**config.mk**
```make
export PLATFORM = sky130hd
export DESIGN_NAME = sobel_queue
export DESIGN_NICKNAME = d
export VERILOG_FILES = /design/src/sobel_pkg.sv /design/src/sobel_queue.sv
export SDC_FILE = /design/constraint.sdc
export NUM_CORES = 1
export LEC_CHECK = 0
export ABC_AREA = 1
export BUFFER_PORTS_ARGS = -buffer_cell sky130_fd_sc_hd__buf_2
export CAP_MARGIN = 10
export CORE_UTILIZATION = 57
export CTS_CLUSTER_SIZE = 30
export DETAILED_ROUTE_END_ITERATION = 10
export PLACE_DENSITY = 0.84
export SYNTH_ARGS = -nofsm -noshare
export SYNTH_HDL_FRONTEND = slang
export SYNTH_SLANG_ARGS = --single-unit
export TNS_END_PERCENT = 50
```
**constraint.sdc**
```tcl
create_clock -name clock -period 3.4 [get_ports clock]
set_input_delay 0 -clock clock [delete_from_list [all_inputs] [get_ports clock]]
set_output_delay 0 -clock clock [all_outputs]
set_load 0.005 [all_outputs]
```
**src/sobel_pkg.sv**
```systemverilog
// Shared types, constants and helpers for the Sobel edge magnitude block.
// Used by every module under src; depends on nothing else.
`default_nettype none

package sobel_pkg;

   // Geometry limits of the supported frames.
   localparam int MAX_WIDTH  = 4096;
   localparam int MAX_HEIGHT = 4096;
   localparam int COL_W      = $clog2(MAX_WIDTH);
   localparam int ROW_W      = $clog2(MAX_HEIGHT);
   localparam int SIZE_W     = 13;

   // Configuration register indexes.
   localparam int CSR_INDEX_W = 2;
   localparam logic [CSR_INDEX_W-1:0] CSR_IMAGE_WIDTH  = 2'd0;
   localparam logic [CSR_INDEX_W-1:0] CSR_IMAGE_HEIGHT = 2'd1;
   localparam logic [SIZE_W-1:0] WIDTH_RESET  = 13'd640;
   localparam logic [SIZE_W-1:0] HEIGHT_RESET = 13'd480;
   localparam logic [SIZE_W-1:0] SIZE_MIN     = 13'd3;

   // Arithmetic widths of the gradient and root path.
   localparam int GRAD_W      = 11;
   localparam int ENERGY_W    = 21;
   localparam int RADICAND_W  = 16;
   localparam int SQRT_STEPS  = RADICAND_W / 2;
   localparam int REM_W       = 10;
   localparam logic [7:0] EDGE_MAX = 8'd255;

   // Depth of the queue between front and back.
   localparam int QUEUE_DEPTH = 4;
   localparam int QUEUE_PTR_W = $clog2(QUEUE_DEPTH);

   typedef struct packed {
      logic [7:0] pixel_value;
      logic       frame_start;
   } pixel_item_type;

   typedef struct packed {
      logic [7:0]       edge_value;
      logic [ROW_W-1:0] out_row;
      logic [COL_W-1:0] out_col;
      logic             frame_last;
   } edge_item_type;

   // Gradients of one interior pixel, handed from front to back.
   typedef struct packed {
      logic signed [GRAD_W-1:0] gx;
      logic signed [GRAD_W-1:0] gy;
      logic [ROW_W-1:0]         out_row;
      logic [COL_W-1:0]         out_col;
      logic                     frame_last;
   } grad_item_type;

   // One stage of the digit-by-digit square root.
   typedef struct packed {
      logic                  sat;
      logic [RADICAND_W-1:0] radicand;
      logic [REM_W-1:0]      rem;
      logic [7:0]            root;
      logic [ROW_W-1:0]      out_row;
      logic [COL_W-1:0]      out_col;
      logic                  frame_last;
   } sqrt_stage_type;

   typedef enum logic {
      FRONT_IDLE,
      FRONT_WORK
   } front_state_type;

   // Clamp a written frame dimension into the supported range.
   function automatic logic [SIZE_W-1:0] clamp_size(input logic [SIZE_W-1:0] v,
                                                    input logic [SIZE_W-1:0] hi);
      logic [SIZE_W-1:0] r;
      if (v < SIZE_MIN) begin
         r = SIZE_MIN;
      end else if (v > hi) begin
         r = hi;
      end else begin
         r = v;
      end
      return r;
   endfunction

endpackage

`default_nettype wire

```
**src/sobel_queue.sv**
```systemverilog
// Short queue of gradient items between the front and back ends.
// Depends on sobel_pkg.
`default_nettype none

module sobel_queue (
   input  wire logic                      clock,
   input  wire logic                      reset,
   input  wire logic                      push_valid,
   output logic                           push_ready,
   input  wire sobel_pkg::grad_item_type  push_item,
   output logic                           pop_valid,
   input  wire logic                      pop_ready,
   output sobel_pkg::grad_item_type       pop_item
);

   sobel_pkg::grad_item_type entry_ff [sobel_pkg::QUEUE_DEPTH];

   logic [sobel_pkg::QUEUE_PTR_W-1:0] wr_ptr_ff, rd_ptr_ff;
   logic [sobel_pkg::QUEUE_PTR_W:0]   count_ff;
   logic                              do_push, do_pop;

   assign push_ready = count_ff != (sobel_pkg::QUEUE_PTR_W+1)'(sobel_pkg::QUEUE_DEPTH);
   assign pop_valid  = count_ff != '0;
   assign pop_item   = entry_ff[rd_ptr_ff];
   assign do_push    = push_valid && push_ready;
   assign do_pop     = pop_valid && pop_ready;

   // Pointer and fill bookkeeping.
   always_ff @(posedge clock) begin
      if (reset) begin
         wr_ptr_ff <= '0;
         rd_ptr_ff <= '0;
         count_ff  <= '0;
      end else begin
         if (do_push) begin
            wr_ptr_ff <= wr_ptr_ff + sobel_pkg::QUEUE_PTR_W'(1);
         end
         if (do_pop) begin
            rd_ptr_ff <= rd_ptr_ff + sobel_pkg::QUEUE_PTR_W'(1);
         end
         if (do_push && !do_pop) begin
            count_ff <= count_ff + (sobel_pkg::QUEUE_PTR_W+1)'(1);
         end else if (do_pop && !do_push) begin
            count_ff <= count_ff - (sobel_pkg::QUEUE_PTR_W+1)'(1);
         end
      end
   end

   always_ff @(posedge clock) begin
      if (do_push) begin
         entry_ff[wr_ptr_ff] <= push_item;
      end
   end

   // The fill count always matches the pointer distance.
   a_count_matches: assert property (@(posedge clock) disable iff (reset)
      (wr_ptr_ff - rd_ptr_ff) == count_ff[sobel_pkg::QUEUE_PTR_W-1:0])
      else $error("queue fill count out of step with pointers");

endmodule

`default_nettype wire

```
==> impl_summary.log <==
INFO  metric floorplan.rows = 42
INFO  metric filler_free_cell_count_of_the_finished_design = 859
INFO  metric port-buffer-count = 99
INFO  metric shortest_period_the_worst_path_allows = 2380 ps
INFO  metric peakVddDrop = 497 uV
INFO  metric crit_type = reg2out
INFO  metric critPathMaxFanout = 48
INFO  metric power.switching_fraction = 29.8%
INFO  metric max_slew_margin = 38.4%
INFO  metric die_area = 14300 sq um
INFO  metric yosysWarningCount = 0
INFO  metric antenna_violations_before_repair = 1
INFO  metric numCtsBuffers = 17
INFO  metric worst_clock_skew = 7.27 ps
INFO  metric routabilityCongestion = 0.776
INFO  metric grt_setup_unrepaired = no
INFO  metric longest_individual_stage_delay_on_the_worst_path = 650 ps
INFO  metric smallest_setup_slack_after_layout = 1020 ps
INFO  metric cts-root-buf = sky130_fd_sc_hd__clkbuf_16
INFO  metric fill_cell_total_of_the_finished_layout = 821
INFO  metric maxClockFrequency = 0.419 GHz
INFO  metric via_per_inst = 5.69
INFO  metric category_of_the_worst_setup_path_capture_point = primary output
INFO  metric cp_data_arrival_time = 2380 ps
INFO  metric power.internal = 4730 uW
INFO  metric layout-drive-gt1-share = 29.5%
INFO  metric maxCapViolations = 0
INFO  metric first_global_vias = 4833
INFO  metric total_overflow_reported_by_the_global_router = 0
INFO  metric detailroute.wirelength.met2 = 8180 microns
INFO  metric initial_core_util = 58.9%
INFO  metric share_seq_of_total_power = 45.0%
INFO  metric synth.distinct_cells = 24
INFO  metric placeableCoreArea = 13300 sq um
INFO  metric clk-insertion-delay-late = 430 ps
INFO  metric finalWirelength = 16100 microns
INFO  metric drt-met1-wl = 6490 microns
INFO  metric synth.ff_latch_count = 197
INFO  metric setup_violations = 0
INFO  metric synth_nets = 580
INFO  metric worst_hold_path.num_cells = 2
INFO  metric met3RoutedLength = 1020 microns
INFO  metric final-max-slew-violation-count = 0
INFO  metric final_net_count = 727
INFO  metric run_status = finished clean
INFO  metric detailed_place_hpwl = 8850 microns
INFO  metric chipWidth = 119 microns
INFO  metric drc_errors = 0
INFO  metric clock_sinks = 197
INFO  metric synth_sequential_area_ratio = 74.1%
INFO  metric first_drt_pass_iteration_count = 5
INFO  metric antenna_violating_nets_post_route = 0
INFO  metric clk_transition_reported_paths = 60 ps
INFO  metric final-hold-violation-count = 0
INFO  metric p_comb_share = 25.5%
INFO  metric syn_area_per_cell = 15.0 sq um
INFO  metric grt_util_all_layers = 23.6%
INFO  metric power.share.clock = 29.5%
INFO  metric required = 3400 ps
INFO  metric placed_cell_area = 8470 sq um
INFO  metric worstPathCellList = buf_4 -> inv_2 -> o21ai_0 -> o22ai_1 -> buf_2
INFO  metric transition_at_the_pin_with_the_smallest_max_transition_slack = 925 ps
INFO  metric grt_start_max_net_pins = 95
INFO  metric detailedPlace.worstSlack = 1220 ps
INFO  metric ios = 100
INFO  metric finish.instance_area = 9570 sq um
INFO  metric wire_length_of_the_first_global_routing_pass = 24900 microns
INFO  metric ff2ff_path_depth = 13
INFO  metric timing.final.crit_share = 70.1%
INFO  metric post-cts-setup-buffer-count = 0
INFO  metric dp_cell_count = 776
INFO  metric netlist_area = 7860 sq um
INFO  metric netSwitchingPower = 2010 uW
INFO  metric timing.critical_path.from_type = flop
INFO  metric netlist_instances = 523
INFO  metric cts-htree-levels = 4
INFO  metric worst_path_max_delay_cell = sky130_fd_sc_hd__inv_2
INFO  metric aggregate_negative_setup_slack = 0 ps
INFO  metric number_of_drc_violations_after_detailed_routing_iteration_0 = 551
INFO  metric die_h = 119 microns
INFO  metric p_leak = 0.00335 uW
INFO  metric total_number_of_vias = 4892
INFO  metric worst_hold_path_type = in2reg
INFO  metric highest_layer = met4
INFO  metric tritoncts = yes
INFO  metric area_growth = 21.7%
INFO  metric pwr_density_cell = 705 nW/um^2
INFO  metric finalCoreUtilization = 71.7%
INFO  metric ctsLongestPathBuffers = 2
INFO  metric detail_route.wl_per_cell = 18.7 microns
[cell usage in the layout (no fill, tap or decap), drive strengths merged]
| cell | synthesis | routed |
|---|---|---|
| a21oi | 3 | 3 |
| buf | 18 | 107 |
| bufinv | 0 | 3 |
| clkbuf | 12 | 18 |
| clkinv | 0 | 5 |
| clkinvlp | 0 | 3 |
| dfxtp | 9 | 9 |
| diode | 0 | 1 |
| dlygate4sd3 | 0 | 51 |
| edfxtp | 188 | 188 |
| fa | 1 | 1 |
| ha | 5 | 5 |
| inv | 16 | 18 |
| nand2 | 15 | 15 |
| nand3 | 4 | 4 |
| nand3b | 1 | 1 |
| nor2 | 108 | 108 |
| o21ai | 95 | 95 |
| o22ai | 47 | 47 |
| xor2 | 1 | 1 |
[flip-flops by register name, indices dropped and copies added (netlist names), named ones only]
name,cells
wr_ptr_ff,2
count_ff,3
entry_ff,188
rd_ptr_ff,2
[final timing paths]
path | end | slack (ps) | startpoint
max | pop_item[15] | 1020 | flop
min | entry_ff[3][14]$_DFFE_PP_ | 320 | push_item[14]
max reg2reg | count_ff[2]$_SDFFE_PP0P_ | 1200 | count_ff[0]$_SDFFE_PP0P_
min reg2reg | flop | 500 | rd_ptr_ff[1]$_SDFFE_PP0P_
[cell families after synthesis]
family,count (synthesis),share of synthesized area (%)
fa+ha+maj,6,1.05
buf+inv,46,3.63
flops,197,74.1
simple gates,128,8.80
xor+xnor,1,0.111
compound gates,145,12.3
[cell type report]
class                           instances  area, sq um  share of cell area (%)
Antenna cell                            1         2.50                  0.0262
Clock buffer                           18          429                    4.49
Clock inverter                         13          156                    1.63
Inverter                               16         62.6                   0.654
Multi-Input combinational cell        280         1780                    18.6
Sequential cell                       197         5830                    60.9
Tap cell                              176          220                    2.30
Timing Repair Buffer                  158         1090                    11.4
[what timing repair did]
item / in CTS / in global routing
gates resized for setup: 0 / 0
hold endpoints to repair: 197 / 0
hold buffers: 51 / 0
[Yosys cell counts (all sizes together)]
library cell  instances  share of area (%)
o21ai                95                6.2
nand2                15               0.72
o22ai                47                5.9
nor2                108                7.7
inv                  16               0.80
buf                  18                2.3
a21oi                 3               0.19
nand3b                1              0.096
clkbuf               12               0.57
edfxtp              188                 72
dfxtp                 9                2.3
fa                    1               0.25
xor2                  1               0.11
ha                    5               0.80
nand3                 4               0.25
[power groups by stage]
| stage | clock network [uW] | registers, uW | logic [uW] |
|---|---|---|---|
| after global routing | 2090 | 3060 | 1870 |
| after global placement | 0 | 3070 | 1580 |
| after floorplan | 0 | 3080 | 1110 |
| final | 1990 | 3040 | 1720 |
| after CTS | 2000 | 3030 | 1710 |
| after detailed placement | 0 | 3080 | 1640 |
[worst max-delay path: cells and delay by family (launching register included)]
family | cells | cell delay, ps
flops | 1 | 320
compound gates | 2 | 510
buf+inv | 3 | 1070
[per-layer routing]
layer | vias to the layer above | track usage [%]
li1 | 2237 | -
met1 | 2411 | 28.9
met2 | 209 | 40.3
met3 | 35 | 5.51
met4 | 0 | 9.69
met5 | - | 0
[metrics by stage]
stage	hold slack [ps]	power, uW
6_report	318	6740
5_1_grt	316	7010
4_1_cts	298	6740
3_5_place_dp	220	4730
3_3_place_gp	210	4650
2_1_floorplan	69.1	4190
(Power assumes the default switching activity.)
