$ cat config.mk
export PLATFORM = sky130hd
export DESIGN_NAME = sobel_back
export DESIGN_NICKNAME = d
export VERILOG_FILES = /design/src/sobel_pkg.sv /design/src/sobel_back.sv
export SDC_FILE = /design/constraint.sdc
export NUM_CORES = 1
export LEC_CHECK = 0
export BUFFER_PORTS_ARGS = -buffer_cell sky130_fd_sc_hd__buf_2
export CAP_MARGIN = 20
export CORE_MARGIN = 1
export CORE_UTILIZATION = 43
export CTS_CLUSTER_SIZE = 14
export DETAILED_ROUTE_END_ITERATION = 6
export SLEW_MARGIN = 20
export SYNTH_ARGS = -nofsm -noshare
export SYNTH_HDL_FRONTEND = slang
export SYNTH_SLANG_ARGS = --single-unit
$ cat constraint.sdc
create_clock -name clock -period 20.6 [get_ports clock]
set_input_delay 4.12 -clock clock [delete_from_list [all_inputs] [get_ports clock]]
set_output_delay 4.12 -clock clock [all_outputs]
set_load 0.02 [all_outputs]
$ cat src/sobel_pkg.sv
// Shared types, constants and helpers for the Sobel edge magnitude block.
// Used by every module under src; depends on nothing else.
`default_nettype none

package sobel_pkg;

   // Geometry limits of the supported frames.
   localparam int MAX_WIDTH  = 4096;
   localparam int MAX_HEIGHT = 4096;
   localparam int COL_W      = $clog2(MAX_WIDTH);
   localparam int ROW_W      = $clog2(MAX_HEIGHT);
   localparam int SIZE_W     = 13;

   // Configuration register indexes.
   localparam int CSR_INDEX_W = 2;
   localparam logic [CSR_INDEX_W-1:0] CSR_IMAGE_WIDTH  = 2'd0;
   localparam logic [CSR_INDEX_W-1:0] CSR_IMAGE_HEIGHT = 2'd1;
   localparam logic [SIZE_W-1:0] WIDTH_RESET  = 13'd640;
   localparam logic [SIZE_W-1:0] HEIGHT_RESET = 13'd480;
   localparam logic [SIZE_W-1:0] SIZE_MIN     = 13'd3;

   // Arithmetic widths of the gradient and root path.
   localparam int GRAD_W      = 11;
   localparam int ENERGY_W    = 21;
   localparam int RADICAND_W  = 16;
   localparam int SQRT_STEPS  = RADICAND_W / 2;
   localparam int REM_W       = 10;
   localparam logic [7:0] EDGE_MAX = 8'd255;

   // Depth of the queue between front and back.
   localparam int QUEUE_DEPTH = 4;
   localparam int QUEUE_PTR_W = $clog2(QUEUE_DEPTH);

   typedef struct packed {
      logic [7:0] pixel_value;
      logic       frame_start;
   } pixel_item_type;

   typedef struct packed {
      logic [7:0]       edge_value;
      logic [ROW_W-1:0] out_row;
      logic [COL_W-1:0] out_col;
      logic             frame_last;
   } edge_item_type;

   // Gradients of one interior pixel, handed from front to back.
   typedef struct packed {
      logic signed [GRAD_W-1:0] gx;
      logic signed [GRAD_W-1:0] gy;
      logic [ROW_W-1:0]         out_row;
      logic [COL_W-1:0]         out_col;
      logic                     frame_last;
   } grad_item_type;

   // One stage of the digit-by-digit square root.
   typedef struct packed {
      logic                  sat;
      logic [RADICAND_W-1:0] radicand;
      logic [REM_W-1:0]      rem;
      logic [7:0]            root;
      logic [ROW_W-1:0]      out_row;
      logic [COL_W-1:0]      out_col;
      logic                  frame_last;
   } sqrt_stage_type;

   typedef enum logic {
      FRONT_IDLE,
      FRONT_WORK
   } front_state_type;

   // Clamp a written frame dimension into the supported range.
   function automatic logic [SIZE_W-1:0] clamp_size(input logic [SIZE_W-1:0] v,
                                                    input logic [SIZE_W-1:0] hi);
      logic [SIZE_W-1:0] r;
      if (v < SIZE_MIN) begin
         r = SIZE_MIN;
      end else if (v > hi) begin
         r = hi;
      end else begin
         r = v;
      end
      return r;
   endfunction

endpackage

`default_nettype wire

$ cat src/sobel_back.sv
// Back end: gradient energy, pipelined integer square root with saturation,
// and the result output register. Depends on sobel_pkg.
`default_nettype none

module sobel_back (
   input  wire logic                      clock,
   input  wire logic                      reset,
   input  wire logic                      pop_valid,
   output logic                           pop_ready,
   input  wire sobel_pkg::grad_item_type  pop_item,
   output logic                           rsp_valid,
   input  wire logic                      rsp_stall,
   output sobel_pkg::edge_item_type       rsp_item
);

   logic advance;

   logic [sobel_pkg::SQRT_STEPS:0]  stage_valid_ff;
   sobel_pkg::sqrt_stage_type       stage_ff [sobel_pkg::SQRT_STEPS+1];
   sobel_pkg::sqrt_stage_type       stage_in [sobel_pkg::SQRT_STEPS+1];

   logic                            rsp_valid_ff;
   sobel_pkg::edge_item_type        rsp_item_ff;

   logic signed [2*sobel_pkg::GRAD_W-1:0] sq_x, sq_y;
   logic [sobel_pkg::ENERGY_W-1:0]        energy;
   logic [sobel_pkg::REM_W+1:0]           rem_sh [sobel_pkg::SQRT_STEPS];
   logic [sobel_pkg::REM_W+1:0]           trial  [sobel_pkg::SQRT_STEPS];

   // The whole pipeline moves when the output register is free or taken.
   assign advance   = !rsp_valid_ff || !rsp_stall;
   assign pop_ready = advance;

   // Energy of the queue head and one root digit per stage.
   always_comb begin
      sq_x   = pop_item.gx * pop_item.gx;
      sq_y   = pop_item.gy * pop_item.gy;
      energy = sobel_pkg::ENERGY_W'(sq_x) + sobel_pkg::ENERGY_W'(sq_y);

      stage_in[0].sat        = energy[sobel_pkg::ENERGY_W-1:sobel_pkg::RADICAND_W] != '0;
      stage_in[0].radicand   = energy[sobel_pkg::RADICAND_W-1:0];
      stage_in[0].rem        = '0;
      stage_in[0].root       = '0;
      stage_in[0].out_row    = pop_item.out_row;
      stage_in[0].out_col    = pop_item.out_col;
      stage_in[0].frame_last = pop_item.frame_last;

      for (int j = 0; j < sobel_pkg::SQRT_STEPS; j++) begin
         stage_in[j+1] = stage_ff[j];
         rem_sh[j] = {stage_ff[j].rem,
                      stage_ff[j].radicand[sobel_pkg::RADICAND_W-1-2*j -: 2]};
         trial[j]  = (sobel_pkg::REM_W+2)'({stage_ff[j].root, 2'b01});
         if (rem_sh[j] >= trial[j]) begin
            stage_in[j+1].rem  = sobel_pkg::REM_W'(rem_sh[j] - trial[j]);
            stage_in[j+1].root = {stage_ff[j].root[6:0], 1'b1};
         end else begin
            stage_in[j+1].rem  = sobel_pkg::REM_W'(rem_sh[j]);
            stage_in[j+1].root = {stage_ff[j].root[6:0], 1'b0};
         end
      end
   end

   // Stage valids and the output valid.
   always_ff @(posedge clock) begin
      if (reset) begin
         stage_valid_ff <= '0;
         rsp_valid_ff   <= 1'b0;
      end else if (advance) begin
         stage_valid_ff <= {stage_valid_ff[sobel_pkg::SQRT_STEPS-1:0], pop_valid};
         rsp_valid_ff   <= stage_valid_ff[sobel_pkg::SQRT_STEPS];
      end
   end

   // Stage payloads and the result register.
   always_ff @(posedge clock) begin
      if (advance) begin
         for (int k = 0; k <= sobel_pkg::SQRT_STEPS; k++) begin
            stage_ff[k] <= stage_in[k];
         end
         rsp_item_ff.edge_value <= stage_ff[sobel_pkg::SQRT_STEPS].sat
                                   ? sobel_pkg::EDGE_MAX
                                   : stage_ff[sobel_pkg::SQRT_STEPS].root;
         rsp_item_ff.out_row    <= stage_ff[sobel_pkg::SQRT_STEPS].out_row;
         rsp_item_ff.out_col    <= stage_ff[sobel_pkg::SQRT_STEPS].out_col;
         rsp_item_ff.frame_last <= stage_ff[sobel_pkg::SQRT_STEPS].frame_last;
      end
   end

   assign rsp_valid = rsp_valid_ff;
   assign rsp_item  = rsp_item_ff;

   // The last stage holds the floor square root of its radicand.
   a_root_floor: assert property (@(posedge clock) disable iff (reset)
      stage_valid_ff[sobel_pkg::SQRT_STEPS] && !stage_ff[sobel_pkg::SQRT_STEPS].sat |->
      (17'(stage_ff[sobel_pkg::SQRT_STEPS].root) * 17'(stage_ff[sobel_pkg::SQRT_STEPS].root)
         <= 17'(stage_ff[sobel_pkg::SQRT_STEPS].radicand)) &&
      ((17'(stage_ff[sobel_pkg::SQRT_STEPS].root) + 17'd1) *
       (17'(stage_ff[sobel_pkg::SQRT_STEPS].root) + 17'd1)
         > 17'(stage_ff[sobel_pkg::SQRT_STEPS].radicand)))
      else $error("square root stage result is not the floor root");

endmodule

`default_nettype wire
==> impl_results.md <==
- Core area: 0.05509 mm2
- FMAX: 0.09425 GHz
- Via count: 11998
- GRT Util Overall: 0.1360
- Die Y: 237.9 um
- CP endpoint kind: flop
- Top cell type's share of synthesized area: 0.5494
- Hold crit path type: flop to flop
- DR WL/cell: 14.41 um
- Synth Area in XOR/XNOR: 0.02378
- H-Tree Depth: 2
- Post-synth EDFFs: 438
- First-pass GRT wire length: 61350 um
- Simple logic cell fraction of the synthesized area: 0.06737
- Clock root cell: clkbuf_16
- Synthesized Nets: 2074
- Fin. max-slew vios: 0
- Final Cycle Share: 0.5151
- Predominant post-synthesis flop cell: edfxtp_1
- Slew headroom: 0.3140
- Crit Path Class: input port to flop
- Data arrival, critical path: 10.90 ns
- Largest net degree at the start of global routing: 121
- Post_cts resized: 0
- Worst Tran Pin Value: 1.029 ns
- DIE WIDTH: 237.9 um
- DR vias/cell: 4.661
- Synthesis Warnings: 0
- Adder-cell share of the synthesized area: 0.2518
- Die area: 0.05662 mm2
- DRT Pass-1 Iters: 5
- Post-Route WL: 37080 um
- Initial antenna violation count: 2
- Synthesized flop and latch total: 448
- Min Clock Period, post-route: 10.61 ns
- CP required: 20.89 ns
- Syn Std Cell Area: 0.02394 mm2
- Leading area contributor after synthesis: edfxtp_1
- Post-CTS Setup Bufs: 0
- I/O pin total: 86
- Setup Total Neg Slack: 0 ns
- Crit-path max FO: 21
- Clock Pin Slew Worst Setup and Hold Paths: 0.06 ns
- Deepest clock path buffer count: 3
- Synth area leaders: edfxtp_1, fa_1, ha_1
- Largest family of logic cells by synthesized area: adder cells
- Nets@finish: 2185
- TritonCTS clock tree: built
- Post-DP HPWL: 27820 um
- Max-cap viol count: 0
- Sequential share of the synthesized area: 0.5578
- Synth Area in Compound Gates: 0.03418
- Status: finished clean
- CTS Buf Count: 45
- Vias in the first global route: 12542
- Detailed Route Iter0 Violations: 612
- Total gr overflow: 0
- # rows: 86
- Starting Density: 0.4345
- Avg Inst Size Synth: 14.27 um2
- CTS sink count: 448
- Max Clock Skew: 0.04542 ns
- IO buf count: 85
- Cells after synthesis: 1678
- Post-DRT Antenna Nets: 0
- RSZ-0062 raised after global routing: false
- Worst-Skew Late Latency: 0.58 ns
- Layout area overhead: 11.57%
- Mux contribution to synthesized area: 0.007318
- Hold buffers post-CTS: 0
- Routability cong.: 0.8404
- # DRC: 0
- Async SR Flop Fraction: 0
- # diodes: 0
- CP startpoint kind: input port
- Post-synth cell types: 63
- Share of layout cells above drive strength 1: 0.1051
- # setup viols final: 0
- Final Hold Viols: 0
-- worst max-delay path, stage by stage --
cell	delay (ns)
buf_2	0.31
nand2_1	0.14
inv_1	0.13
fa_1	0.50
fa_1	0.88
inv_1	0.17
fa_1	0.57
inv_1	0.06
fa_1	0.53
fa_1	0.44
fa_1	0.54
inv_1	0.05
fa_1	0.52
inv_1	0.04
ha_1	0.36
and3_1	0.23
and3_1	0.18
o221ai_1	0.08
o21ai_1	0.16
a2111oi_0	0.61
a211o_1	0.19
o211ai_1	0.08
-- cell type report --
type | count | area [um2]
clock buffer | 60 | 1224
fill | 4768 | 28380
clock inverter | 24 | 237.7
multi-input combinational | 864 | 9208
tap | 748 | 935.9
sequential | 448 | 13350
timing repair buffer | 90 | 466.7
inverter | 340 | 1284
-- sequential cells by signal, summed over array words and instances, names as in the netlist --
name and count:
rsp_item 33, rsp_valid 1, stage_ff 405, stage_valid_ff 9
-- kinds of logic (layout without fill, tap and decap cells) --
group | after synthesis | after routing
compound gates | 128 | 128
mux | 16 | 16
xor+xnor | 65 | 65
buf+inv | 366 | 514
simple gates | 309 | 309
fa+ha+maj | 345 | 345
flops | 448 | 448
other cells | 1 | 1
-- layer usage --
layer / wire (um) / GRT usage / vias to the layer above / share of wire
met5: 0 / 0 / - / 0
met4: 986 / 0.04868 / 0 / 0.027
met3: 1265 / 0.02059 / 55 / 0.034
met2: 19550 / 0.2446 / 190 / 0.53
met1: 15280 / 0.1655 / 5993 / 0.41
li1: - / - / 5760 / -
-- through the flow --
step | hold slack [ns] | worst slack, ns | instance area [um2] | utilization | std cells
finish | 0.3990 | 9.990 | 26710 | 0.4848 | 2574
global route | 0.4060 | 9.636 | 26710 | 0.4848 | 2574
CTS | 0.3950 | 10.13 | 26700 | 0.4847 | 2574
detailed placement | 0.4045 | 9.546 | 25240 | 0.4582 | 2490
global placement | 0.4003 | 9.799 | 25240 | 0.4582 | 2490
floorplan | 0.4003 | 4.085 | 23940 | - | 1678
-- synth_stat cells (all sizes together) (16+ instances only) --
| cell type | n |
|---|---|
| a21oi | 35 |
| and2 | 58 |
| clkbuf | 22 |
| edfxtp | 438 |
| fa | 228 |
| ha | 117 |
| inv | 339 |
| nand2 | 100 |
| nor2 | 47 |
| nor2b | 22 |
| nor3 | 19 |
| o21a | 18 |
| o21ai | 35 |
| xnor2 | 49 |
| xor2 | 16 |
-- final timing paths --
kind	startpoint	endpoint	slack, ns	cells past startpoint
max	pop_item[46]	stage_ff[0][59]$_DFFE_PP_	9.99	22
min	stage_ff[0][419]$_DFFE_PP_	stage_ff[0][479]$_DFFE_PP_	0.40	0
max reg2reg	rsp_valid$_SDFFE_PP0P_	stage_ff[0][359]$_DFFE_PP_	16.97	4
min reg2reg	stage_ff[0][419]$_DFFE_PP_	stage_ff[0][479]$_DFFE_PP_	0.40	0
-- placed cells by master, fill, tap and decap left out, drive strengths merged, types with 22 or more instances in the layout --
cell type	instances
a21oi	35
and2	58
buf	90
clkbuf	60
edfxtp	438
fa	228
ha	117
inv	343
nand2	100
nor2	47
nor2b	22
o21ai	35
xnor2	49
Power is left out: the tool's default activity adds up to more than one toggle a clock period on the data nets, which glitch-free logic cannot reach.
